`config.mk`:
```
export PLATFORM = sky130hd
export DESIGN_NAME = itad_front
export DESIGN_NICKNAME = d
export VERILOG_FILES = /design/src/hw/rtl/itad_pkg.sv /design/src/hw/rtl/itad_front.sv
export SDC_FILE = /design/constraint.sdc
export NUM_CORES = 1
export LEC_CHECK = 0
export ABC_AREA = 1
export BUFFER_PORTS_ARGS = -buffer_cell sky130_fd_sc_hd__buf_2
export CAP_MARGIN = 20
export CORE_ASPECT_RATIO = 1.2
export CORE_MARGIN = 2
export CORE_UTILIZATION = 25
export CTS_CLUSTER_SIZE = 30
export DETAILED_ROUTE_END_ITERATION = 8
export GPL_TIMING_DRIVEN = 0
export SYNTH_ARGS = -nofsm -noshare
export SYNTH_HDL_FRONTEND = slang
export SYNTH_SLANG_ARGS = --single-unit
```
`constraint.sdc`:
```
create_clock -name clk -period 4.5 [get_ports clk]
set_clock_uncertainty 0.1 [all_clocks]
set_input_delay 0.225 -clock clk [delete_from_list [all_inputs] [get_ports clk]]
set_output_delay 0.225 -clock clk [all_outputs]
set_load 0.05 [all_outputs]
```
`src/hw/rtl/itad_pkg.sv`:
```
package itad_pkg;

  localparam int CMD_W = 2;
  localparam int KEY_W = 10;
  localparam int MASK_W = 32;
  localparam int WORD_W = 64;
  localparam int STATUS_W = 3;
  localparam int COUNT_OUT_W = 7;

  localparam logic [CMD_W-1:0] CMD_ADD = 2'd0;
  localparam logic [CMD_W-1:0] CMD_DEL = 2'd1;
  localparam logic [CMD_W-1:0] CMD_MOD = 2'd2;

  typedef enum logic [1:0] {
    OP_ADD,
    OP_DEL,
    OP_MOD,
    OP_BAD
  } op_t;

  typedef enum logic [STATUS_W-1:0] {
    ST_OK,
    ST_NOSPACE,
    ST_EXISTS,
    ST_NOTFOUND,
    ST_INVALID
  } status_t;

  typedef struct packed {
    logic [CMD_W-1:0]  cmd;
    logic [KEY_W-1:0]  key;
    logic [MASK_W-1:0] event_mask;
    logic [WORD_W-1:0] user_word;
  } in_item_t;

  typedef struct packed {
    logic [STATUS_W-1:0]    status;
    logic [COUNT_OUT_W-1:0] entry_count;
  } out_item_t;

  typedef struct packed {
    op_t               op;
    logic [KEY_W-1:0]  key;
    logic [MASK_W-1:0] event_mask;
    logic [WORD_W-1:0] user_word;
  } req_t;

  typedef struct packed {
    logic full;
    logic empty;
  } q_stat_t;

endpackage

```
`src/hw/rtl/itad_front.sv`:
```
module itad_front
  import itad_pkg::*;
(
  input  logic     clk,
  input  logic     rst_n,
  input  logic     in_valid,
  output logic     in_stall,
  input  in_item_t in_item,
  output logic     push_valid,
  output req_t     push_item,
  input  logic     q_full
);

  logic req_valid_r;
  req_t req_r;
  op_t  op;

  always_comb begin
    unique case (in_item.cmd)
      CMD_ADD: op = OP_ADD;
      CMD_DEL: op = OP_DEL;
      CMD_MOD: op = OP_MOD;
      default: op = OP_BAD;
    endcase
  end

  assign in_stall   = req_valid_r && q_full;
  assign push_valid = req_valid_r;
  assign push_item  = req_r;

  always_ff @(posedge clk) begin
    if (in_valid && !in_stall) begin
      req_r <= '{op: op, key: in_item.key, event_mask: in_item.event_mask,
                 user_word: in_item.user_word};
    end
    if (!rst_n) begin
      req_valid_r <= 1'b0;
    end else if (in_valid && !in_stall) begin
      req_valid_r <= 1'b1;
    end else if (!q_full) begin
      req_valid_r <= 1'b0;
    end
  end

endmodule

```
==> flow_summary.toml, run 1 <==
[outcome]
status = "did not finish"
haltStage = "clock tree synthesis"
error = "[ERROR RSZ-0060] Max buffer count reached."

[place]
dp_hpwl_um = 5850
place_congestion = 0.703
io_buffers = 219
place_ws_ns = 2.47

[yosys]
synth_top_family_by_area = "buffers and inverters"
synth-simple-area-share_pct = 0.379
yosys.cell_types.count = 8
synth_seq_cells = 109
synth_cells = 117
synth_fa_ha_area_share_pct = 0
yosysSeqAreaShare_pct = 98.8
synth_xor_area_share_pct = 0
avgSynthCellArea_um2 = 28.2
syn_nets = 229
synthMuxAreaShare_pct = 0
synth_compound_area_share_pct = 0.265
synth_area_um2 = 3300
ys_warn_count = 0

[floorplan]
die_h_um = 130
placementRows = 46
die_w_um = 109
start_util_pct = 25.3
io_pins = 222

[clocking]
htreeDepth = 3
cts_root_buffer = "clkbuf_16"
clockBufferDepth = 2
cts.sinks = 109
cts_buffers = 9
cts_resized = 0
postCtsHoldBufs = 105
cts_setup_buffers = 0
## synthesized netlist by cell type, drive strengths merged
cell	number	area share (%)
inv	3	0.34
edfxtp	108	98
clkbuf	2	0.23
nor2	1	0.19
a21oi	1	0.27
nand2	1	0.19
dfxtp	1	0.61
## cell families after synthesis
kind of cell           Yosys count
DFF                            109
AOI/OAI and AO/OA                1
and+or+nand+nor                  2
buffers and inverters            5
## through the flow
stage          area [um2]  std cells
3_5_place_dp         4680        507
3_3_place_gp         4610        504
2_1_floorplan        3300        117
==> inputs of run 2 (changes only) <==
--- a/config.mk
+++ b/config.mk
@@ -8,12 +8,11 @@
 export ABC_AREA = 1
 export BUFFER_PORTS_ARGS = -buffer_cell sky130_fd_sc_hd__buf_2
 export CAP_MARGIN = 20
-export CORE_ASPECT_RATIO = 1.2
 export CORE_MARGIN = 2
-export CORE_UTILIZATION = 25
-export CTS_CLUSTER_SIZE = 30
+export CORE_UTILIZATION = 20
 export DETAILED_ROUTE_END_ITERATION = 8
 export GPL_TIMING_DRIVEN = 0
+export PLACE_DENSITY_LB_ADDON = 0.15
 export SYNTH_ARGS = -nofsm -noshare
 export SYNTH_HDL_FRONTEND = slang
 export SYNTH_SLANG_ARGS = --single-unit
==> flow_summary.toml, run 2 <==
[final_layout]
area_growth_syn_to_layout_pct = 85.2
largest_register_ffs = 108
fillerInstances = 1544
final_layout_size_suffix_gt1_share_pct = 51.5
antennaDiodeCount = 0
final_cell_mix = "buf_2, dlygate4sd3_1, edfxtp_1"
nets = 571
mostFrequentLayoutCell = "buf_2"
instances_no_fill = 680
fin_util_pct = 38.2

[clocking]
clkSlewWorstSetupHoldPaths_ns = 0.07
htreeDepth = 3
clockBufferDepth = 2
cts_tree = "done"
clock_latency_ns = 0.34
cts_buffers = 9
cts_root_buffer = "clkbuf_16"
cts.sinks = 109
cts_resized = 0

[grt]
grt_pass1_vias = 2687
grt_pass1_wl_um = 13600
gr-max-usage-layer = "met2"
use_met2_pct = 16.4
met3_usage_pct = 4.52
grt_overflow = 0
antenna_found_initial = 0
track_usage_pct = 10.2
met1_usage_pct = 11.4
grt_max_degree = 36

[yosys]
synth_top_area_share_pct = 98.2
async_reset_ff_share_pct = 0
ys_warn_count = 0
avgSynthCellArea_um2 = 28.2
synth-edff-count = 108
synth_most_common_cell = "edfxtp_1"
yosysSeqAreaShare_pct = 98.8
synth_area_leaders = "edfxtp_1, dfxtp_1, a21oi_2"
ys.flop_type = "edfxtp_1"
ys_top_cells_by_count = "edfxtp_1, clkbuf_1, inv_1"
synth_area_um2 = 3300
synth_seq_cells = 109
synth.largest_area_cell = "edfxtp_1"
yosys.cell_types.count = 8
synth_cells = 117
syn_nets = 229

[route]
viasPerCell = 3.57
post_drt_wl_per_cell_um = 13.0
antenna_left = 0
drc = 0
vias = 2426
firstDrtPassIters = 3
finalWirelength_um = 8860
drt-initial-drc-count = 72

[outcome]
status = "finished clean"

[setup_path]
crit_path_max_fanout = 35
r2r_start = "push_valid"
required_ns = 4.43
crit_path_start = "push_valid"
critPathKind = "reg2reg"
cp-start-kind = "register"
arrival_ns = 1.74
cp-end-kind = "register"

[floorplan]
die_w_um = 133
die_h_um = 133
dieArea_um2 = 17600
placementRows = 46
core_um2 = 16000
io_pins = 222
start_util_pct = 20.6

[place]
placed_cells = 555
dp_hpwl_um = 5880
place_congestion = 0.696
place_ws_ns = 2.66
io_buffers = 219

[sta]
final_hold_viol_count = 0
fmax_ghz = 0.555
drv_slew = 0
slew_headroom_pct = 66.1
finalSetupViolations = 0
fin_setup_tns_ns = 0
setup_ws_ns = 2.70
fin_crit_sh_pct = 40.0
rsz0062_at_grt = "false"
tightest_slew_ns = 0.508
min_period_ns = 1.80

[hold_path]
hp-class = "in2reg"
min_from = "q_full"

[power]
power_density_nw_per_um2 = 392
power.leakage_nw = 2.56
peakVddDrop_mv = 0.154
total_power_mw = 2.40

[flow_run]
timing.max_cap.violations = 0
run 2: cell counts after synthesis:
No cell type changed its count.
run 2: timing repair:
item / 4_1_cts / 5_1_grt
endpoints found under the hold margin: 109 / 0
endpoints found under the setup margin: 0 / 0
buffers inserted: 0 / 0
hold buffers: 109 / 0
run 2: final timing paths:
path | slack (ns) | end | depth (start not counted)
worst min register to register | 0.39 | push_valid | 2
worst max-delay path | 2.70 | push_item[98] | 5
worst max register to register | 2.70 | push_item[98] | 5
worst min-delay path | 0.05 | push_valid | 3
run 2: area by class of cell:
class	instances	area, um2	area share [%]
inverters	3	11.3	0.184
clock inverters	6	62.6	1.02
plain buffers	2	7.51	0.123
repair buffers	331	2250	36.7
multi-input cells	3	26.3	0.430
flip-flops and latches	109	3260	53.3
clock buffers	10	229	3.74
well taps	216	270	4.42
run 2: cells by family (layout without fill, tap and decap cells):
kind of cell	after synthesis	in the layout	share of synthesized area, %
buffers and inverters	5	352	0.568
AOI/OAI and AO/OA	1	1	0.265
DFF	109	109	98.8
and+or+nand+nor	2	2	0.379
run 2: power breakdown:
group | internal, mW | switching [mW]
Sequential | 1.19 | 0.0137
Clock | 0.431 | 0.351
Combinational | 0.139 | 0.278
Total | 1.76 | 0.643
run 2: per-stage QoR:
stage          instance area, um2  hold slack, ns
2_1_floorplan                3300           0.224
3_3_place_gp                 4670           0.298
3_5_place_dp                 4730           0.299
4_1_cts                      6120          0.0239
5_1_grt                      6120          0.0315
6_report                     6120          0.0463
run 2: routing by layer:
metal | routed length [um] | share of wire [%]
met5 | 0 | 0
met4 | 189 | 2.1
met3 | 962 | 11
met2 | 4120 | 47
met1 | 3580 | 40
run 2: worst max-delay path, cell delays in order (launching register included):
cell	delay (ns)
dfxtp_1	0.32
nand2_2	0.08
inv_2	0.05
nor2_4	0.40
buf_12	0.28
buf_12	0.24
No activity file was read; power rests on OpenSTA's default activity.
==> inputs of run 3 (changes only) <==
--- a/config.mk
+++ b/config.mk
@@ -5,7 +5,7 @@
 export SDC_FILE = /design/constraint.sdc
 export NUM_CORES = 1
 export LEC_CHECK = 0
-export ABC_AREA = 1
+export ABC_AREA = 0
 export BUFFER_PORTS_ARGS = -buffer_cell sky130_fd_sc_hd__buf_2
 export CAP_MARGIN = 20
 export CORE_MARGIN = 2
==> constraint.sdc (replaced) <==
create_clock -name clk -period 1.64 [get_ports clk]
set_clock_uncertainty 0.1 [all_clocks]
set_input_delay 0.082 -clock clk [delete_from_list [all_inputs] [get_ports clk]]
set_output_delay 0.082 -clock clk [all_outputs]
set_load 0.05 [all_outputs]
==> flow_summary.toml, run 3 <==
[outcome]
status = "finished clean"

[sta]
fin_crit_sh_pct = 95.6
min_period_ns = 1.57
final_hold_viol_count = 0
drv_slew = 0
rsz0062_at_grt = "false"
finalSetupViolations = 0
slew_headroom_pct = 78.6
hold_ws_ns = 0.200
tightest_slew_ns = 0.323
fmax_ghz = 0.638

[clocking]
cts_root_buffer = "clkbuf_16"
cts.sinks = 109
cts_tree = "done"
htreeDepth = 3
cts_buffers = 9
clock_latency_ns = 0.34
clkSlewWorstSetupHoldPaths_ns = 0.07
clockBufferDepth = 2

[grt]
grt_pass1_wl_um = 14200
grt_max_degree = 35
grt_overflow = 0
track_usage_pct = 10.6
grt_pass1_vias = 2658
antenna_found_initial = 0

[yosys]
synth_seq_cells = 109
syn_nets = 226
async_reset_ff_share_pct = 0
ys_top_cells_by_count = "edfxtp_1, clkbuf_1"
synth_area_um2 = 3290
synth_most_common_cell = "edfxtp_1"
synth_top_area_share_pct = 98.5
ys.flop_type = "edfxtp_1"
synth-edff-count = 108
synth.largest_area_cell = "edfxtp_1"
yosys.cell_types.count = 6
synth_area_leaders = "edfxtp_1, dfxtp_1, and2_4"
synth_cells = 114
yosysSeqAreaShare_pct = 99.1
ys_warn_count = 0
avgSynthCellArea_um2 = 28.9

[power]
p_seq_share_pct = 50.3
p_clk_share_pct = 32.1
total_power_mw = 6.54
peakVddDrop_mv = 0.429
switchingPower_mw = 1.84
power.leakage_nw = 2.56
power_density_nw_per_um2 = 1070
p_int_mw = 4.70
swShare_pct = 28.1
p_comb_share_pct = 17.7

[setup_path]
crit_path_max_fanout = 34
cpMostUsedCell = "buf_12"
cp-end-kind = "register"
required_ns = 1.58
slowest_stage = "dfxtp_4"
cp-start-kind = "register"
cp_cell_sequence = "and2_4 -> nor2b_4 -> buf_12 -> buf_12"
slowest_delay_ns = 0.34
critPathKind = "reg2reg"
arrival_ns = 1.51

[floorplan]
die_h_um = 132
dieArea_um2 = 17500
placementRows = 46
die_w_um = 132
io_pins = 222
core_um2 = 16000
start_util_pct = 20.6

[route]
drt-initial-drc-count = 129
finalWirelength_um = 9200
firstDrtPassIters = 4
post_drt_wl_per_cell_um = 13.5
viasPerCell = 3.58
antenna_left = 0
vias = 2433
drc = 0

[final_layout]
fillerInstances = 1569
nets = 571
fin_util_pct = 38.3
area_growth_syn_to_layout_pct = 86.1
mostFrequentLayoutCell = "buf_2"
largest_register_ffs = 108
area.sequential_um2 = 3270
final_layout_size_suffix_gt1_share_pct = 52.2
multiInputGateArea_um2 = 30.0
instances_no_fill = 680
antennaDiodeCount = 0
final_cell_mix = "buf_2, dlygate4sd3_1, edfxtp_1"

[place]
io_buffers = 219
place_congestion = 0.706
dp_hpwl_um = 6170
placed_cells = 552

[hold_path]
hp-class = "in2reg"

[flow_run]
timing.max_cap.violations = 0
[run 3: path summary, 6_finish.rpt]
path | startpoint | to | slack [ns] | cells past startpoint
hold / removal | in_valid | push_item[56] | 0.20 | 3
setup reg to reg | push_valid | push_item[4] | 0.07 | 4
hold reg to reg | push_valid | push_item[56] | 0.77 | 3
setup / recovery | push_valid | push_item[4] | 0.07 | 4
[run 3: final cells by class]
class	instances	area share, %
clock inverter	6	0.857
tap	216	4.41
buffer	2	0.122
sequential	109	53.3
timing repair buffer	334	37.1
clock buffer	10	3.74
multi-input combinational	3	0.490
[run 3: layer usage]
layer / part of all wire [%] / global-route usage (%) / wire length [um]
met1: 41 / 12.6 / 3800
met2: 49 / 17.5 / 4470
met3: 8.0 / 3.23 / 733
met5: 0 / 0 / 0
met4: 2.1 / 5.38 / 196
[run 3: metrics by stage]
| stage | setup slack [ns] | setup TNS [ns] | cell area [um2] |
|---|---|---|---|
| floorplan | -1.14 | -123.11 | 3300 |
| global placement | -1.70 | -181.72 | 4670 |
| detailed placement | -0.242 | -8.16 | 4730 |
| CTS | 0.0637 | 0 | 6130 |
| global route | 0.0106 | 0 | 6130 |
| finish | 0.0717 | 0 | 6130 |
[run 3: power groups by stage]
stage          clock [mW]  sequential (mW)  combinational, mW
2_1_floorplan           0             3.92             0.0592
3_3_place_gp            0             3.36              0.920
3_5_place_dp            0             3.35              0.947
4_1_cts              2.20             3.29               1.17
5_1_grt              2.32             3.30               1.21
6_report             2.10             3.29               1.16
[run 3: kinds of logic (layout without fill, tap and decap cells)]
kind of cell | count (synthesis) | count (layout) | share of synthesized area, %
AO/OA/AOI/OAI | 1 | 1 | 0.228
buffers and inverters | 2 | 352 | 0.228
flip-flops | 109 | 109 | 99.1
AND/OR/NAND/NOR | 2 | 2 | 0.456
[run 3: repair_timing]
item | in CTS | in global routing
buffers inserted | 2 | 0
hold endpoints to repair | 109 | 0
hold buffers | 110 | 0
endpoints found under the setup margin | 34 | 0
resized for setup | 0 | 0
[run 3: worst max-delay path: cells and delay by family, from the launching register on]
kind / cells / cell delay (ns)
buffers and inverters: 2 / 0.47
DFF: 1 / 0.34
and+or+nand+nor: 2 / 0.33
==> inputs of run 4 (changes only) <==
--- a/config.mk
+++ b/config.mk
@@ -8,6 +8,8 @@
 export ABC_AREA = 0
 export BUFFER_PORTS_ARGS = -buffer_cell sky130_fd_sc_hd__buf_2
 export CAP_MARGIN = 20
+export CELL_PAD_IN_SITES_DETAIL_PLACEMENT = 1
+export CELL_PAD_IN_SITES_GLOBAL_PLACEMENT = 2
 export CORE_MARGIN = 2
 export CORE_UTILIZATION = 20
 export DETAILED_ROUTE_END_ITERATION = 8
==> flow_summary.toml, run 4 (synthesis results as in run 3) <==
[outcome]
status = "finished clean"

[final_layout]
mostFrequentLayoutCell = "buf_2"
area_growth_syn_to_layout_pct = 87.2
fillerInstances = 1725
final_layout_size_suffix_gt1_share_pct = 51.7
largest_register_ffs = 108
multiInputGateArea_um2 = 30.0
design_area_um2 = 6160
final_cell_mix = "buf_2, dlygate4sd3_1, edfxtp_1"
area.sequential_um2 = 3270
instances_no_fill = 680
nets = 572
antennaDiodeCount = 0
fin_util_pct = 38.5

[sta]
fmax_ghz = 0.676
rsz0062_at_grt = "false"
slew_headroom_pct = 80.7
setup_ws_ns = 0.161
finalSetupViolations = 0
final_hold_viol_count = 0
fin_setup_tns_ns = 0
tightest_slew_ns = 0.292
fin_crit_sh_pct = 90.2
hold_ws_ns = 0.223
drv_slew = 0
min_period_ns = 1.48

[clocking]
cts_root_buffer = "clkbuf_16"
clockBufferDepth = 2
clkSlewWorstSetupHoldPaths_ns = 0.07
cts_buffers = 9
cts.sinks = 109
cts_resized = 0
cts_tree = "done"
htreeDepth = 3
clock_latency_ns = 0.34

[route]
vias = 2443
firstDrtPassIters = 3
drt-initial-drc-count = 65
post_drt_wl_per_cell_um = 13.9
antenna_left = 0
finalWirelength_um = 9480
drc = 0
viasPerCell = 3.59

[grt]
grt_pass1_vias = 2762
grt_pass1_wl_um = 14900
antenna_found_initial = 0
grt_overflow = 0
grt_max_degree = 32
track_usage_pct = 11.1

[floorplan]
io_pins = 222
dieArea_um2 = 17500
start_util_pct = 20.6
die_w_um = 132
core_um2 = 16000
placementRows = 46
die_h_um = 132

[setup_path]
r2r_start = "push_valid"
cp-end-kind = "register"
arrival_ns = 1.42
cp-start-kind = "register"
rr_worst_depth = 4
regToRegEndpoint = "push_item[42]"
critPathKind = "reg2reg"
rrSetupSlack_ns = 0.16
required_ns = 1.58
crit_path_max_fanout = 31

[place]
place_ws_ns = -0.184
place_area_um2 = 4770
place_congestion = 0.638
dp_hpwl_um = 6580
io_buffers = 219
placed_cells = 553

[hold_path]
hold-path-endpoint = "push_item[53]"
hp-class = "in2reg"
min_from = "in_valid"
holdPathStages = 3

[power]
peakVddDrop_mv = 0.414
power_density_nw_per_um2 = 1070
total_power_mw = 6.57
power.leakage_nw = 2.58

[flow_run]
timing.max_cap.violations = 0
==> run 4: area by class of cell <==
| type | count | share of cell area [%] |
|---|---|---|
| sequential | 109 | 53.0 |
| timing repair buffer | 335 | 37.4 |
| tap | 216 | 4.38 |
| clock buffer | 10 | 3.71 |
| clock inverter | 5 | 0.853 |
| multi-input combinational | 3 | 0.487 |
| buffer | 2 | 0.122 |
==> run 4: how the worst max path moves through the flow <==
stage | startpoint | endpoint | slack (ns) | cells past startpoint
after floorplan | push_valid | push_item[0] | -1.14 | 2
after global placement | push_valid | push_item[9] | -1.74 | 2
after detailed placement | push_valid | push_item[66] | -0.18 | 4
after CTS | push_valid | push_item[22] | 0.14 | 4
after global routing | push_valid | push_item[35] | 0.08 | 4
final | push_valid | push_item[42] | 0.16 | 4
==> run 4: report_power, final <==
part / internal [mW] / total (mW) / switching, mW
Combinational: 0.402 / 1.17 / 0.769
Clock: 1.17 / 2.11 / 0.939
Sequential: 3.25 / 3.29 / 0.0369
Total: 4.82 / 6.57 / 1.75
==> run 4: timing repair <==
action,4_1_cts,5_1_grt
setup endpoints to repair,63,0
hold endpoints to repair,109,0
setup buffers,2,0
hold buffers,110,0
==> run 4: metal layers <==
layer	global-route usage (%)	share of wire (%)
met1	12.8	41
met2	17.4	45
met3	5.38	12
met4	5.38	1.9
met5	0	0
==> run 4: worst max-delay path, stage by stage (launching register included) <==
cell	delay, ns
dfxtp_4	0.34
and2_4	0.16
nor2b_4	0.18
buf_16	0.18
buf_12	0.21
