[config.mk]
export PLATFORM = sky130hd
export DESIGN_NAME = itad_queue
export DESIGN_NICKNAME = d
export VERILOG_FILES = /design/src/hw/rtl/itad_pkg.sv /design/src/hw/rtl/itad_queue.sv
export SDC_FILE = /design/constraint.sdc
export NUM_CORES = 1
export LEC_CHECK = 0
export ABC_AREA = 1
export BUFFER_PORTS_ARGS = -buffer_cell sky130_fd_sc_hd__buf_2
export CORE_AREA = 8 8 174 176
export DETAILED_ROUTE_END_ITERATION = 10
export DIE_AREA = 0 0 182 184
export SLEW_MARGIN = 20
export SYNTH_ARGS = -nofsm -noshare
export SYNTH_HDL_FRONTEND = slang
export SYNTH_SLANG_ARGS = --single-unit
[constraint.sdc]
create_clock -name clk -period 7.32 [get_ports clk]
set_input_delay 2.196 -clock clk [delete_from_list [all_inputs] [get_ports clk]]
set_output_delay 2.196 -clock clk [all_outputs]
set_load 0.03 [all_outputs]
[src/hw/rtl/itad_pkg.sv]
package itad_pkg;

  localparam int CMD_W = 2;
  localparam int KEY_W = 10;
  localparam int MASK_W = 32;
  localparam int WORD_W = 64;
  localparam int STATUS_W = 3;
  localparam int COUNT_OUT_W = 7;

  localparam logic [CMD_W-1:0] CMD_ADD = 2'd0;
  localparam logic [CMD_W-1:0] CMD_DEL = 2'd1;
  localparam logic [CMD_W-1:0] CMD_MOD = 2'd2;

  typedef enum logic [1:0] {
    OP_ADD,
    OP_DEL,
    OP_MOD,
    OP_BAD
  } op_t;

  typedef enum logic [STATUS_W-1:0] {
    ST_OK,
    ST_NOSPACE,
    ST_EXISTS,
    ST_NOTFOUND,
    ST_INVALID
  } status_t;

  typedef struct packed {
    logic [CMD_W-1:0]  cmd;
    logic [KEY_W-1:0]  key;
    logic [MASK_W-1:0] event_mask;
    logic [WORD_W-1:0] user_word;
  } in_item_t;

  typedef struct packed {
    logic [STATUS_W-1:0]    status;
    logic [COUNT_OUT_W-1:0] entry_count;
  } out_item_t;

  typedef struct packed {
    op_t               op;
    logic [KEY_W-1:0]  key;
    logic [MASK_W-1:0] event_mask;
    logic [WORD_W-1:0] user_word;
  } req_t;

  typedef struct packed {
    logic full;
    logic empty;
  } q_stat_t;

endpackage

[src/hw/rtl/itad_queue.sv]
module itad_queue
  import itad_pkg::*;
(
  input  logic    clk,
  input  logic    rst_n,
  input  logic    push,
  input  req_t    push_item,
  input  logic    pop,
  output req_t    pop_item,
  output q_stat_t stat
);

  localparam int QDEPTH = 2;
  localparam int PW = $clog2(QDEPTH);

  req_t            slot_r [QDEPTH];
  logic [PW-1:0]   wr_ptr_r;
  logic [PW-1:0]   rd_ptr_r;
  logic [PW:0]     fill_r;
  logic            do_push;
  logic            do_pop;

  assign stat.full  = fill_r == (PW+1)'(QDEPTH);
  assign stat.empty = fill_r == '0;
  assign do_push    = push && !stat.full;
  assign do_pop     = pop && !stat.empty;
  assign pop_item   = slot_r[rd_ptr_r];

  always_ff @(posedge clk) begin
    if (do_push) begin
      slot_r[wr_ptr_r] <= push_item;
    end
    if (!rst_n) begin
      wr_ptr_r <= '0;
      rd_ptr_r <= '0;
      fill_r   <= '0;
    end else begin
      if (do_push) begin
        wr_ptr_r <= wr_ptr_r + 1'b1;
      end
      if (do_pop) begin
        rd_ptr_r <= rd_ptr_r + 1'b1;
      end
      fill_r <= fill_r + (PW+1)'(do_push) - (PW+1)'(do_pop);
    end
  end

endmodule

Word-level counts from Yosys, hierarchy flattened
Memories as Yosys holds them, arrays and structs flattened. A register that Yosys moved wholly into a read port is not among the register bits.
Cells that the tools add are included.
{"block": "word_totals", "reg_bits": 4, "ramBits": 216, "inputBits": 112, "out_inout_bits": 110, "elab_cells": 18, "n_memories": 1}
{"block": "classes", "n_addsub": 4, "n_eq_ne": 1, "mux": 4, "reduce_logical": 5}
{"memory": "slot_r", "words": 2, "word_bits": 108, "rd": 1, "rd_ports_with_merged_regs": 1, "wr": 1, "line_no": "itad_queue.sv:16", "text": "req_t slot_r [QDEPTH];"}
{"op": "$mux 1", "n": 4}
{"op": "$add 1x1->1 const B", "n": 2}
{"op": "$add 2x1->2", "n": 1}
{"op": "$eq 2x2->1 const B", "n": 1}
{"op": "$logic_and 1x1->1", "n": 2}
{"op": "$logic_not 1->1", "n": 2}
{"op": "$logic_not 2->1", "n": 1}
{"op": "$sub 2x1->2", "n": 1}

Longest topological paths before layout
Gate-level depths: netlist of the first run.
{"block": "depth", "word_depth": 5, "ltp_mapped": 11}

Least setup slack after synthesis of the first run
OpenSTA, ideal clock, no wires.
{"block": "synth_timing", "kind": "input -> register", "from": "input port push", "to": "memory slot_r[0][0] (netlist name) (enable)", "setup_time_ns": 0.576, "arrival_ns": 6.757, "required_ns": 6.744, "setup_slack_ns": -0.013, "stages": 2, "n_path_buf": 0, "cell_sequence": "nand2_1 -> nor2_1"}
{"block": "synth_via", "elab_chain_cells": 3}
{"element": "from (decl)", "line_no": "itad_queue.sv:6", "text": "input logic push,"}
{"element": "$logic_and 1x1->1", "line_no": "itad_queue.sv:25", "text": "assign do_push = push && !stat.full;"}
{"element": "$mux 1", "line_no": "itad_queue.sv:30", "text": "if (do_push) begin"}
{"element": "$mux 1 (implied by the code)", "line_no": "itad_queue.sv:31", "text": "slot_r[wr_ptr_r] <= push_item;"}
{"element": "to (decl)", "line_no": "itad_queue.sv:16"}
No other way between the ends.

==> metrics.txt, run 1 <==
# TYPE chip_impl_metric gauge
chip_impl_metric{name="grt_pass1_vias",unit=""} 4565
chip_impl_metric{name="count_of_pins_on_the_block_boundary",unit=""} 222
chip_impl_metric{name="syn_inst",unit=""} 374
chip_impl_metric{name="synth.distinct_cells",unit=""} 12
chip_impl_metric{name="worst-r2r-setup-slack",unit="ns"} 4.85
chip_impl_metric{name="sequentialPowerShare",unit="%"} 41.6
chip_impl_metric{name="dr_drc_count",unit=""} 0
chip_impl_metric{name="cp_max_fo",unit=""} 47
chip_impl_metric{name="power.share.clock",unit="%"} 30.4
chip_impl_metric{name="cts_inserted_buffers",unit=""} 24
chip_impl_metric{name="wire_per_inst",unit="um"} 17.2
chip_impl_metric{name="layoutNonFillerInstCount",unit=""} 980
chip_impl_metric{name="synth_area",unit="sq um"} 8110
chip_impl_metric{name="dpl.cell_count",unit=""} 935
chip_impl_metric{name="vert_die_dim",unit="um"} 184
chip_impl_metric{name="initial_core_util",unit="%"} 29.5
chip_impl_info{name="critical_path.reg2reg.endpoint",value="slot_r[1][66]"} 1
chip_impl_metric{name="tightestPinTransition",unit="ns"} 1.01
chip_impl_metric{name="synth.ff_latch_count",unit=""} 221
chip_impl_info{name="mostFrequentLayoutCells",value="sky130_fd_sc_hd__buf_2 (221), sky130_fd_sc_hd__edfxtp_1 (216), sky130_fd_sc_hd__mux2_2 (88)"} 1
chip_impl_metric{name="vias_per_cell",unit=""} 4.23
chip_impl_metric{name="final.min_clock_period",unit="ns"} 4.63
chip_impl_metric{name="r2r_cells",unit=""} 5
chip_impl_metric{name="grt_util_all_layers",unit="%"} 9.66
chip_impl_info{name="leading_cell_type_in_the_layout_fill_and_taps_excluded",value="sky130_fd_sc_hd__buf_2"} 1
chip_impl_metric{name="switching_power",unit="mW"} 1.24
chip_impl_info{name="clk_root_buffer_cell",value="sky130_fd_sc_hd__clkbuf_16"} 1
chip_impl_metric{name="setup-tns-final",unit="ns"} 0
chip_impl_metric{name="global_route.overflow_total",unit=""} 0
chip_impl_metric{name="syn2layout_area_growth",unit="%"} 29.4
chip_impl_metric{name="cts_sinks",unit=""} 221
chip_impl_metric{name="postLayoutCoreUtil",unit="%"} 38.2
chip_impl_metric{name="power_frac_comb",unit="%"} 27.9
chip_impl_metric{name="first_pass_drt_iterations",unit=""} 4
chip_impl_metric{name="dieWidth",unit="um"} 182
chip_impl_metric{name="place.port_buffers",unit=""} 221
chip_impl_metric{name="detailed_place_hpwl",unit="um"} 11200
chip_impl_metric{name="switching_share",unit="%"} 31.1
chip_impl_metric{name="worst_path_required",unit="ns"} 5.12
chip_impl_metric{name="maxClockFrequency",unit="GHz"} 0.216
chip_impl_metric{name="ys_seq_area_share",unit="%"} 81.2
chip_impl_metric{name="antenna_found_initial",unit=""} 2
chip_impl_metric{name="cts_resized",unit=""} 0
chip_impl_metric{name="grt_max_degree",unit=""} 75
chip_impl_metric{name="max_cap_viol_count",unit=""} 0
chip_impl_metric{name="hold_path_depth",unit=""} 2
chip_impl_metric{name="reg_clk_slew_reported_paths",unit="ns"} 0.06
chip_impl_metric{name="worst_skew_pair.late_latency",unit="ns"} 0.51
chip_impl_metric{name="timing.critical_path.arrival",unit="ns"} 2.44
chip_impl_info{name="critical_register_to_register_path_startpoint",value="fill_r[0]"} 1
chip_impl_metric{name="row_count",unit=""} 61
chip_impl_info{name="worstHoldPathType",value="flop to flop"} 1
chip_impl_metric{name="htree_num_levels",unit=""} 1
chip_impl_info{name="cts_tree",value="done"} 1
chip_impl_metric{name="internal-power",unit="mW"} 2.75
chip_impl_metric{name="synth.net_count",unit=""} 488
chip_impl_metric{name="finalCritPeriodShare",unit="%"} 63.3
chip_impl_metric{name="cts.hold.buffers_added",unit=""} 0
chip_impl_info{name="worst_setup_path_category",value="flop to output pin"} 1
chip_impl_metric{name="synth.yosys.warnings",unit=""} 0
chip_impl_metric{name="worst_slew_margin_rel",unit="%"} 32.7
chip_impl_metric{name="layout-drive-gt1-share",unit="%"} 58.8
chip_impl_metric{name="floorplan.die_area",unit="sq um"} 33500
chip_impl_metric{name="power.static_leakage",unit="nW"} 3.94
chip_impl_metric{name="final_count_of_hold_timing_violations",unit=""} 0
chip_impl_metric{name="nNetsFinal",unit=""} 729
chip_impl_metric{name="setup_viol",unit=""} 0
chip_impl_info{name="end_kind",value="output pin"} 1
chip_impl_metric{name="post_cts_buffers",unit=""} 0
chip_impl_metric{name="slew_viol_final",unit=""} 0
chip_impl_metric{name="cts-root-to-sink-buffers",unit=""} 3
chip_impl_metric{name="syn_area_per_cell",unit="sq um"} 21.7
chip_impl_info{name="status",value="complete, no violations"} 1
chip_impl_metric{name="placeable_core_region",unit="sq um"} 27500
chip_impl_metric{name="total_wire_length",unit="um"} 16800
chip_impl_metric{name="routed-via-count",unit=""} 4143
chip_impl_metric{name="grt_first_pass_wirelength",unit="um"} 25400
chip_impl_info{name="unrepaired_setup_endpoints_after_global_routing",value="false"} 1
chip_impl_metric{name="globalplace.congestion",unit=""} 0.695
chip_impl_metric{name="max-vdd-ir-drop",unit="V"} 0.000235
chip_impl_info{name="setup.worst_path.start_class",value="flop"} 1
chip_impl_metric{name="final_setup_skew",unit="ns"} 0.0181
chip_impl_info{name="min_from",value="rd_ptr_r"} 1
chip_impl_metric{name="detail_route.iter0.violations",unit=""} 206
chip_impl_metric{name="power_density",unit="nW/um^2"} 381
chip_impl_metric{name="ant_nets_after_route",unit=""} 0
[final cells by class]
cell class,count,area [sq um]
antenna,1,2.50
clock buffer,28,637
clock inverter,16,176
fill,2550,17000
inverter,9,36.3
multi-input combinational,132,1410
sequential,221,6590
tap,346,433
timing repair buffer,227,1200
[power groups by stage]
stage	combinational [mW]	sequential [mW]	clock (mW)
finish	1.12	1.66	1.22
global route	1.20	1.68	1.31
floorplan	0.822	1.68	0
CTS	1.14	1.67	1.26
global placement	1.12	1.69	0
detailed placement	1.14	1.69	0
[logic make-up (layout without fill, tap and decap cells)]
logic type | after synthesis | count (layout) | synth area share (%)
AO/OA/AOI/OAI | 2 | 2 | 0.123
adder cells (fa/ha/maj) | 2 | 2 | 0.308
buffers and inverters | 21 | 280 | 1.47
flip-flops | 221 | 221 | 81.2
multiplexers | 108 | 108 | 15.9
other | 0 | 1 | 0
AND/OR/NAND/NOR | 20 | 20 | 0.972
[worst max-delay path, cell delays in order (launching register included)]
cell and delay, ns:
sky130_fd_sc_hd__dfxtp_4 0.64, sky130_fd_sc_hd__buf_4 0.61, sky130_fd_sc_hd__mux2_2 0.42, sky130_fd_sc_hd__buf_2 0.18
[Yosys cell counts]
cell / number / area share, %
sky130_fd_sc_hd__a21oi_1: 2 / 0.12
sky130_fd_sc_hd__ha_1: 2 / 0.31
sky130_fd_sc_hd__mux2_2: 88 / 12
sky130_fd_sc_hd__nor2_1: 8 / 0.37
sky130_fd_sc_hd__edfxtp_1: 216 / 80
sky130_fd_sc_hd__mux2_4: 20 / 3.7
sky130_fd_sc_hd__buf_2: 8 / 0.49
sky130_fd_sc_hd__buf_6: 4 / 0.56
sky130_fd_sc_hd__nand3_1: 3 / 0.19
sky130_fd_sc_hd__nand2_1: 9 / 0.42
sky130_fd_sc_hd__inv_1: 9 / 0.42
sky130_fd_sc_hd__dfxtp_1: 5 / 1.2
[state kept, by name (all words and copies together), names as in the netlist, named ones only]
name / flops
rd_ptr_r: 1
wr_ptr_r: 1
slot_r: 216
fill_r: 2
[metrics by stage]
stage	total power, mW	hold slack (ns)	worst slack [ns]	area, sq um
2_1_floorplan	2.50	0.467	1.81	8110
3_3_place_gp	2.81	0.485	3.02	9620
3_5_place_dp	2.83	0.506	3.03	9680
4_1_cts	4.08	0.520	2.60	10500
5_1_grt	4.19	0.573	2.53	10500
6_report	4.00	0.506	2.69	10500
[worst max-delay path by stage]
stage	from	end	slack (ns)
after floorplan	push	slot_r[0][0]	1.81
after global placement	push	slot_r[1][26]	3.02
after detailed placement	push	slot_r[1][27]	3.03
after CTS	flop	pop_item[16]	2.60
after global routing	flop	pop_item[20]	2.53
final	flop	pop_item[16]	2.69
[per-layer routing]
metal	up-vias	GRT usage (%)	share of wire, %
met5	-	0	0.048
met4	2	2.46	2.6
met3	28	3.85	8.6
met2	156	16.4	47
met1	2006	11.3	41
li1	1951	-	-
Note: power is estimated with default switching activity, not from simulation.
==> run 2: changes to the inputs <==
- clock period: 7.32 -> 4.72 ns (I/O delays scaled with it)
==> metrics.txt, run 2 (same netlist as run 1, synthesis figures left out) <==
# TYPE chip_impl_metric gauge
chip_impl_metric{name="count_of_buffering_cells_on_the_critical_path_with_inverters_included",unit=""} 2
chip_impl_info{name="leading_cell_type_in_the_layout_fill_and_taps_excluded",value="sky130_fd_sc_hd__buf_2"} 1
chip_impl_metric{name="globalplace.congestion",unit=""} 0.715
chip_impl_metric{name="layout-drive-gt1-share",unit="%"} 58.9
chip_impl_info{name="mostFrequentLayoutCells",value="sky130_fd_sc_hd__buf_2 (221), sky130_fd_sc_hd__edfxtp_1 (216), sky130_fd_sc_hd__mux2_2 (88)"} 1
chip_impl_info{name="clk_root_buffer_cell",value="sky130_fd_sc_hd__clkbuf_16"} 1
chip_impl_metric{name="detail_route.iter0.violations",unit=""} 157
chip_impl_info{name="setup.worst_path.start_class",value="flop"} 1
chip_impl_metric{name="floorplan.die_area",unit="sq um"} 33500
chip_impl_info{name="timing.critical_path.slowest_stage_cell",value="sky130_fd_sc_hd__buf_4"} 1
chip_impl_metric{name="dieWidth",unit="um"} 182
chip_impl_metric{name="power_density",unit="nW/um^2"} 597
chip_impl_metric{name="critical_path_cell_count",unit=""} 3
chip_impl_metric{name="worst_path_required",unit="ns"} 3.30
chip_impl_info{name="critical_path.reg2reg.endpoint",value="slot_r[1][95]"} 1
chip_impl_metric{name="setup_viol",unit=""} 0
chip_impl_metric{name="wirelength_met1",unit="um"} 7310
chip_impl_info{name="top_signal_layer_used",value="met5"} 1
chip_impl_metric{name="r2r_cells",unit=""} 5
chip_impl_metric{name="vert_die_dim",unit="um"} 184
chip_impl_metric{name="setup-tns-final",unit="ns"} 0
chip_impl_metric{name="first_pass_drt_iterations",unit=""} 4
chip_impl_metric{name="dpl.cell_count",unit=""} 935
chip_impl_metric{name="cp_max_fo",unit=""} 40
chip_impl_metric{name="slew_viol_final",unit=""} 0
chip_impl_info{name="worstPathCellList",value="buf_4 -> mux2_2 -> buf_2"} 1
chip_impl_metric{name="worst_skew_pair.late_latency",unit="ns"} 0.51
chip_impl_metric{name="syn2layout_area_growth",unit="%"} 29.5
chip_impl_metric{name="cpPeakStageDelay",unit="ns"} 0.52
chip_impl_metric{name="place.port_buffers",unit=""} 221
chip_impl_metric{name="power.static_leakage",unit="nW"} 3.96
chip_impl_metric{name="cts.hold.buffers_added",unit=""} 0
chip_impl_metric{name="grt_max_degree",unit=""} 63
chip_impl_metric{name="cts_sinks",unit=""} 221
chip_impl_metric{name="layoutNonFillerInstCount",unit=""} 980
chip_impl_metric{name="max_cap_viol_count",unit=""} 0
chip_impl_metric{name="final.min_clock_period",unit="ns"} 3.59
chip_impl_info{name="top_regs",value="slot_r (216), fill_r (2)"} 1
chip_impl_metric{name="global_route.overflow_total",unit=""} 0
chip_impl_metric{name="total_wire_length",unit="um"} 17400
chip_impl_metric{name="ant_nets_after_route",unit=""} 0
chip_impl_metric{name="row_count",unit=""} 61
chip_impl_metric{name="count_of_pins_on_the_block_boundary",unit=""} 222
chip_impl_metric{name="grt_pass1_vias",unit=""} 4570
chip_impl_info{name="critical_path.endpoint",value="pop_item[23]"} 1
chip_impl_metric{name="grt_first_pass_wirelength",unit="um"} 26000
chip_impl_metric{name="grt_util_all_layers",unit="%"} 9.90
chip_impl_info{name="cts_tree",value="done"} 1
chip_impl_metric{name="worst-r2r-setup-slack",unit="ns"} 2.79
chip_impl_info{name="register_bank_with_the_most_flops",value="slot_r"} 1
chip_impl_metric{name="wire_per_inst",unit="um"} 17.7
chip_impl_metric{name="timing.critical_path.arrival",unit="ns"} 2.17
chip_impl_metric{name="final.hold.worst_slack",unit="ns"} 0.512
chip_impl_metric{name="antenna_found_initial",unit=""} 2
chip_impl_metric{name="routed-via-count",unit=""} 4169
chip_impl_info{name="end_kind",value="output pin"} 1
chip_impl_metric{name="detailed_place_hpwl",unit="um"} 11700
chip_impl_metric{name="max-vdd-ir-drop",unit="V"} 0.000388
chip_impl_metric{name="final_setup_skew",unit="ns"} 0.00847
chip_impl_metric{name="reg_clk_slew_reported_paths",unit="ns"} 0.05
chip_impl_metric{name="post_cts_buffers",unit=""} 0
chip_impl_metric{name="placeable_core_region",unit="sq um"} 27500
chip_impl_info{name="worst_setup_path_category",value="flop to output pin"} 1
chip_impl_metric{name="cts_inserted_buffers",unit=""} 24
chip_impl_metric{name="htree_num_levels",unit=""} 1
chip_impl_info{name="critical_register_to_register_path_startpoint",value="fill_r[0]"} 1
chip_impl_metric{name="max_reg_flops",unit=""} 216
chip_impl_metric{name="met3_length",unit="um"} 1430
chip_impl_metric{name="dr_drc_count",unit=""} 0
chip_impl_metric{name="met2RoutedLength",unit="um"} 8240
chip_impl_metric{name="maxClockFrequency",unit="GHz"} 0.279
chip_impl_info{name="crit_family",value="buffers and inverters"} 1
chip_impl_metric{name="vias_per_cell",unit=""} 4.25
chip_impl_metric{name="tightestPinTransition",unit="ns"} 0.896
chip_impl_metric{name="worst_slew_margin_rel",unit="%"} 40.3
chip_impl_metric{name="nNetsFinal",unit=""} 729
chip_impl_metric{name="cts_resized",unit=""} 0
chip_impl_info{name="unrepaired_setup_endpoints_after_global_routing",value="false"} 1
chip_impl_metric{name="finalCritPeriodShare",unit="%"} 76.0
chip_impl_metric{name="finalPower",unit="mW"} 6.27
chip_impl_metric{name="cts-root-to-sink-buffers",unit=""} 3
chip_impl_metric{name="final_count_of_hold_timing_violations",unit=""} 0
chip_impl_metric{name="initial_core_util",unit="%"} 29.5
chip_impl_info{name="worstHoldPathType",value="flop to flop"} 1
chip_impl_info{name="status",value="complete, no violations"} 1
-- run 2: per-stage QoR --
stage	instance area, sq um	setup slack [ns]	util [%]
after floorplan	8120	0.649	-
after global placement	9650	1.68	35.1
after detailed placement	9650	1.64	35.1
after CTS	10500	1.08	38.2
after global routing	10500	1.02	38.2
final	10500	1.13	38.2
-- run 2: how the worst min path moves through the flow --
stage | startpoint | cells past startpoint | end | slack [ns]
after floorplan | rd_ptr_r | 2 | flop | 0.47
after global routing | rd_ptr_r | 2 | rd_ptr_r | 0.58
after CTS | rd_ptr_r | 2 | rd_ptr_r | 0.51
final | rd_ptr_r | 2 | rd_ptr_r | 0.51
after global placement | rd_ptr_r | 2 | rd_ptr_r | 0.49
after detailed placement | rd_ptr_r | 2 | rd_ptr_r | 0.50
-- run 2: per-layer routing --
| layer | vias up | track usage [%] |
|---|---|---|
| met4 | 2 | 2.95 |
| li1 | 1945 | - |
| met2 | 159 | 16.7 |
| met1 | 2034 | 11.8 |
| met3 | 29 | 3.40 |
| met5 | - | 0 |
-- run 2: worst min-delay path, delay by kind of cell (launching register included) --
family / cells / cell delay (ns)
flip-flops: 1 / 0.33
AND/OR/NAND/NOR: 2 / 0.15
-- run 2: layout make-up --
type,instances,area (sq um)
diodes,1,2.50
clock buffers,33,676
clock inverters,11,176
fillers,2586,17000
inverters,9,36.3
multi-input cells,132,1410
flip-flops and latches,221,6590
well taps,346,433
repair buffers,227,1180
-- run 2: power breakdown --
part           internal [mW]  switching (mW)
sequential              2.49          0.0820
clock                   1.27           0.718
combinational          0.586            1.12
==> run 3: changes to the inputs <==
- clock period: 4.72 -> 3.6 ns (I/O delays scaled with it)
==> metrics.txt, run 3 (same netlist as run 1, synthesis figures left out) <==
# TYPE chip_impl_metric gauge
chip_impl_info{name="unrepaired_setup_endpoints_after_global_routing",value="false"} 1
chip_impl_metric{name="max_reg_flops",unit=""} 216
chip_impl_metric{name="vias_per_cell",unit=""} 4.24
chip_impl_metric{name="power.share.clock",unit="%"} 29.8
chip_impl_info{name="min_from",value="rd_ptr_r"} 1
chip_impl_metric{name="worst_path_required",unit="ns"} 2.52
chip_impl_info{name="mostFrequentLayoutCells",value="sky130_fd_sc_hd__buf_2 (221), sky130_fd_sc_hd__edfxtp_1 (216), sky130_fd_sc_hd__mux2_2 (88)"} 1
chip_impl_metric{name="maxClockFrequency",unit="GHz"} 0.339
chip_impl_metric{name="place.port_buffers",unit=""} 221
chip_impl_metric{name="count_of_buffering_cells_on_the_critical_path_with_inverters_included",unit=""} 2
chip_impl_metric{name="wire_per_inst",unit="um"} 17.2
chip_impl_metric{name="grt_util_all_layers",unit="%"} 9.61
chip_impl_info{name="register_bank_with_the_most_flops",value="slot_r"} 1
chip_impl_metric{name="layoutNonFillerInstCount",unit=""} 978
chip_impl_metric{name="power_density",unit="nW/um^2"} 769
chip_impl_metric{name="cts_resized",unit=""} 0
chip_impl_metric{name="final.min_clock_period",unit="ns"} 2.95
chip_impl_info{name="worstPathCellList",value="buf_12 -> mux2_2 -> buf_2"} 1
chip_impl_info{name="clk_root_buffer_cell",value="sky130_fd_sc_hd__clkbuf_16"} 1
chip_impl_metric{name="count_of_pins_on_the_block_boundary",unit=""} 222
chip_impl_metric{name="grt_max_degree",unit=""} 109
chip_impl_info{name="end_kind",value="output pin"} 1
chip_impl_metric{name="worst_slew_margin_rel",unit="%"} 52.5
chip_impl_metric{name="timing.critical_path.arrival",unit="ns"} 1.87
chip_impl_metric{name="cts_inserted_buffers",unit=""} 24
chip_impl_metric{name="switching_power",unit="mW"} 2.51
chip_impl_metric{name="htree_num_levels",unit=""} 1
chip_impl_metric{name="slew_viol_final",unit=""} 0
chip_impl_metric{name="worst-r2r-setup-slack",unit="ns"} 1.78
chip_impl_info{name="critical_register_to_register_path_startpoint",value="fill_r[0]"} 1
chip_impl_metric{name="tightestPinTransition",unit="ns"} 0.712
chip_impl_metric{name="ant_nets_after_route",unit=""} 0
chip_impl_metric{name="power.static_leakage",unit="nW"} 3.92
chip_impl_metric{name="r2r_cells",unit=""} 5
chip_impl_metric{name="sequentialPowerShare",unit="%"} 41.7
chip_impl_metric{name="finalCritPeriodShare",unit="%"} 82.0
chip_impl_metric{name="detail_route.iter0.violations",unit=""} 170
chip_impl_info{name="status",value="complete, no violations"} 1
chip_impl_metric{name="seqCellArea",unit="sq um"} 6590
chip_impl_metric{name="dr_drc_count",unit=""} 0
chip_impl_metric{name="placeable_core_region",unit="sq um"} 27500
chip_impl_metric{name="cp_max_fo",unit=""} 52
chip_impl_metric{name="floorplan.die_area",unit="sq um"} 33500
chip_impl_info{name="cts_tree",value="done"} 1
chip_impl_metric{name="row_count",unit=""} 61
chip_impl_metric{name="first_pass_drt_iterations",unit=""} 4
chip_impl_metric{name="dieWidth",unit="um"} 182
chip_impl_metric{name="postLayoutCellArea",unit="sq um"} 10500
chip_impl_metric{name="placement.cell_area",unit="sq um"} 9680
chip_impl_metric{name="cts.hold.buffers_added",unit=""} 0
chip_impl_metric{name="layout-drive-gt1-share",unit="%"} 58.5
chip_impl_metric{name="dpl.cell_count",unit=""} 934
chip_impl_metric{name="post-route-worst-setup-slack",unit="ns"} 0.647
chip_impl_metric{name="syn2layout_area_growth",unit="%"} 29.1
chip_impl_metric{name="cpPeakStageDelay",unit="ns"} 0.44
chip_impl_info{name="timing.critical_path.slowest_stage_cell",value="sky130_fd_sc_hd__dfxtp_4"} 1
chip_impl_metric{name="final_count_of_hold_timing_violations",unit=""} 0
chip_impl_metric{name="power_frac_comb",unit="%"} 28.4
chip_impl_metric{name="antenna_found_initial",unit=""} 0
chip_impl_metric{name="reg_clk_slew_reported_paths",unit="ns"} 0.05
chip_impl_metric{name="preCtsSetupSlack",unit="ns"} 1.15
chip_impl_metric{name="grt_first_pass_wirelength",unit="um"} 25600
chip_impl_info{name="worst_setup_path_category",value="flop to output pin"} 1
chip_impl_info{name="worstHoldPathType",value="flop to flop"} 1
chip_impl_metric{name="total_wire_length",unit="um"} 16800
chip_impl_metric{name="post_cts_buffers",unit=""} 0
chip_impl_info{name="top_regs",value="slot_r (216), fill_r (2)"} 1
chip_impl_metric{name="initial_core_util",unit="%"} 29.5
chip_impl_info{name="leading_cell_type_in_the_layout_fill_and_taps_excluded",value="sky130_fd_sc_hd__buf_2"} 1
chip_impl_metric{name="internal-power",unit="mW"} 5.54
chip_impl_info{name="setup.worst_path.start_class",value="flop"} 1
chip_impl_metric{name="switching_share",unit="%"} 31.2
chip_impl_metric{name="global_route.overflow_total",unit=""} 0
chip_impl_metric{name="routed-via-count",unit=""} 4142
chip_impl_metric{name="final.hold.worst_slack",unit="ns"} 0.513
chip_impl_metric{name="nNetsFinal",unit=""} 728
chip_impl_metric{name="grt_pass1_vias",unit=""} 4524
chip_impl_metric{name="worst_skew_pair.late_latency",unit="ns"} 0.50
chip_impl_metric{name="detailed_place_hpwl",unit="um"} 11300
chip_impl_metric{name="fillers",unit=""} 2552
chip_impl_metric{name="cts_sinks",unit=""} 221
chip_impl_metric{name="diodes",unit=""} 0
chip_impl_metric{name="hold_path_depth",unit=""} 2
chip_impl_info{name="holdPathEnd",value="rd_ptr_r"} 1
chip_impl_metric{name="max-vdd-ir-drop",unit="V"} 0.000504
chip_impl_info{name="critical_path.reg2reg.endpoint",value="slot_r[1][54]"} 1
chip_impl_metric{name="cts-root-to-sink-buffers",unit=""} 3
chip_impl_metric{name="setup-tns-final",unit="ns"} 0
chip_impl_metric{name="max_cap_viol_count",unit=""} 0
chip_impl_metric{name="globalplace.congestion",unit=""} 0.708
chip_impl_metric{name="final_setup_skew",unit="ns"} 0.00930
chip_impl_metric{name="vert_die_dim",unit="um"} 184
chip_impl_metric{name="setup_viol",unit=""} 0
chip_impl_metric{name="multi_input_area",unit="sq um"} 1410
chip_impl_info{name="crit_family",value="buffers and inverters"} 1
## run 3: worst max-delay path by stage
stage,cells after the start,startpoint,to
final,3,flop,pop_item[11]
after global routing,3,flop,pop_item[58]
after CTS,3,flop,pop_item[11]
after detailed placement,4,push,slot_r[0][103]
after global placement,4,push,slot_r[0][94]
after floorplan,2,push,slot_r[1][0]
## run 3: area by class of cell
cell class              count  area share [%]
flip-flops and latches    221            62.9
multi-input cells         132            13.5
repair buffers            226            11.5
clock buffers              36            6.66
well taps                 346            4.14
clock inverters             8           0.884
inverters                   9           0.359
## run 3: power groups by stage
stage	Combinational [mW]	Sequential (mW)	Clock, mW
after floorplan	1.67	3.39	0
after global placement	2.33	3.40	0
after detailed placement	2.33	3.42	0
after CTS	2.34	3.36	2.49
after global routing	2.45	3.40	2.58
final	2.29	3.36	2.40
## run 3: routing by layer
layer	vias up	share of wire, %	track usage (%)
met2	159	46	15.4
met3	27	8.6	3.64
met1	2006	44	12.0
li1	1950	-	-
met5	-	0	0
met4	0	1.9	2.72
## run 3: stage by stage
stage                     total power [mW]  utilization [%]
after floorplan                       5.06                -
after global placement                5.73             35.2
after detailed placement              5.75             35.2
after CTS                             8.20             38.1
after global routing                  8.42             38.1
final                                 8.05             38.1
## run 3: tightest hold or removal path: cells and delay by family (launching register included)
family	cells	cell delay (ns)
DFF	1	0.33
and+or+nand+nor	2	0.15
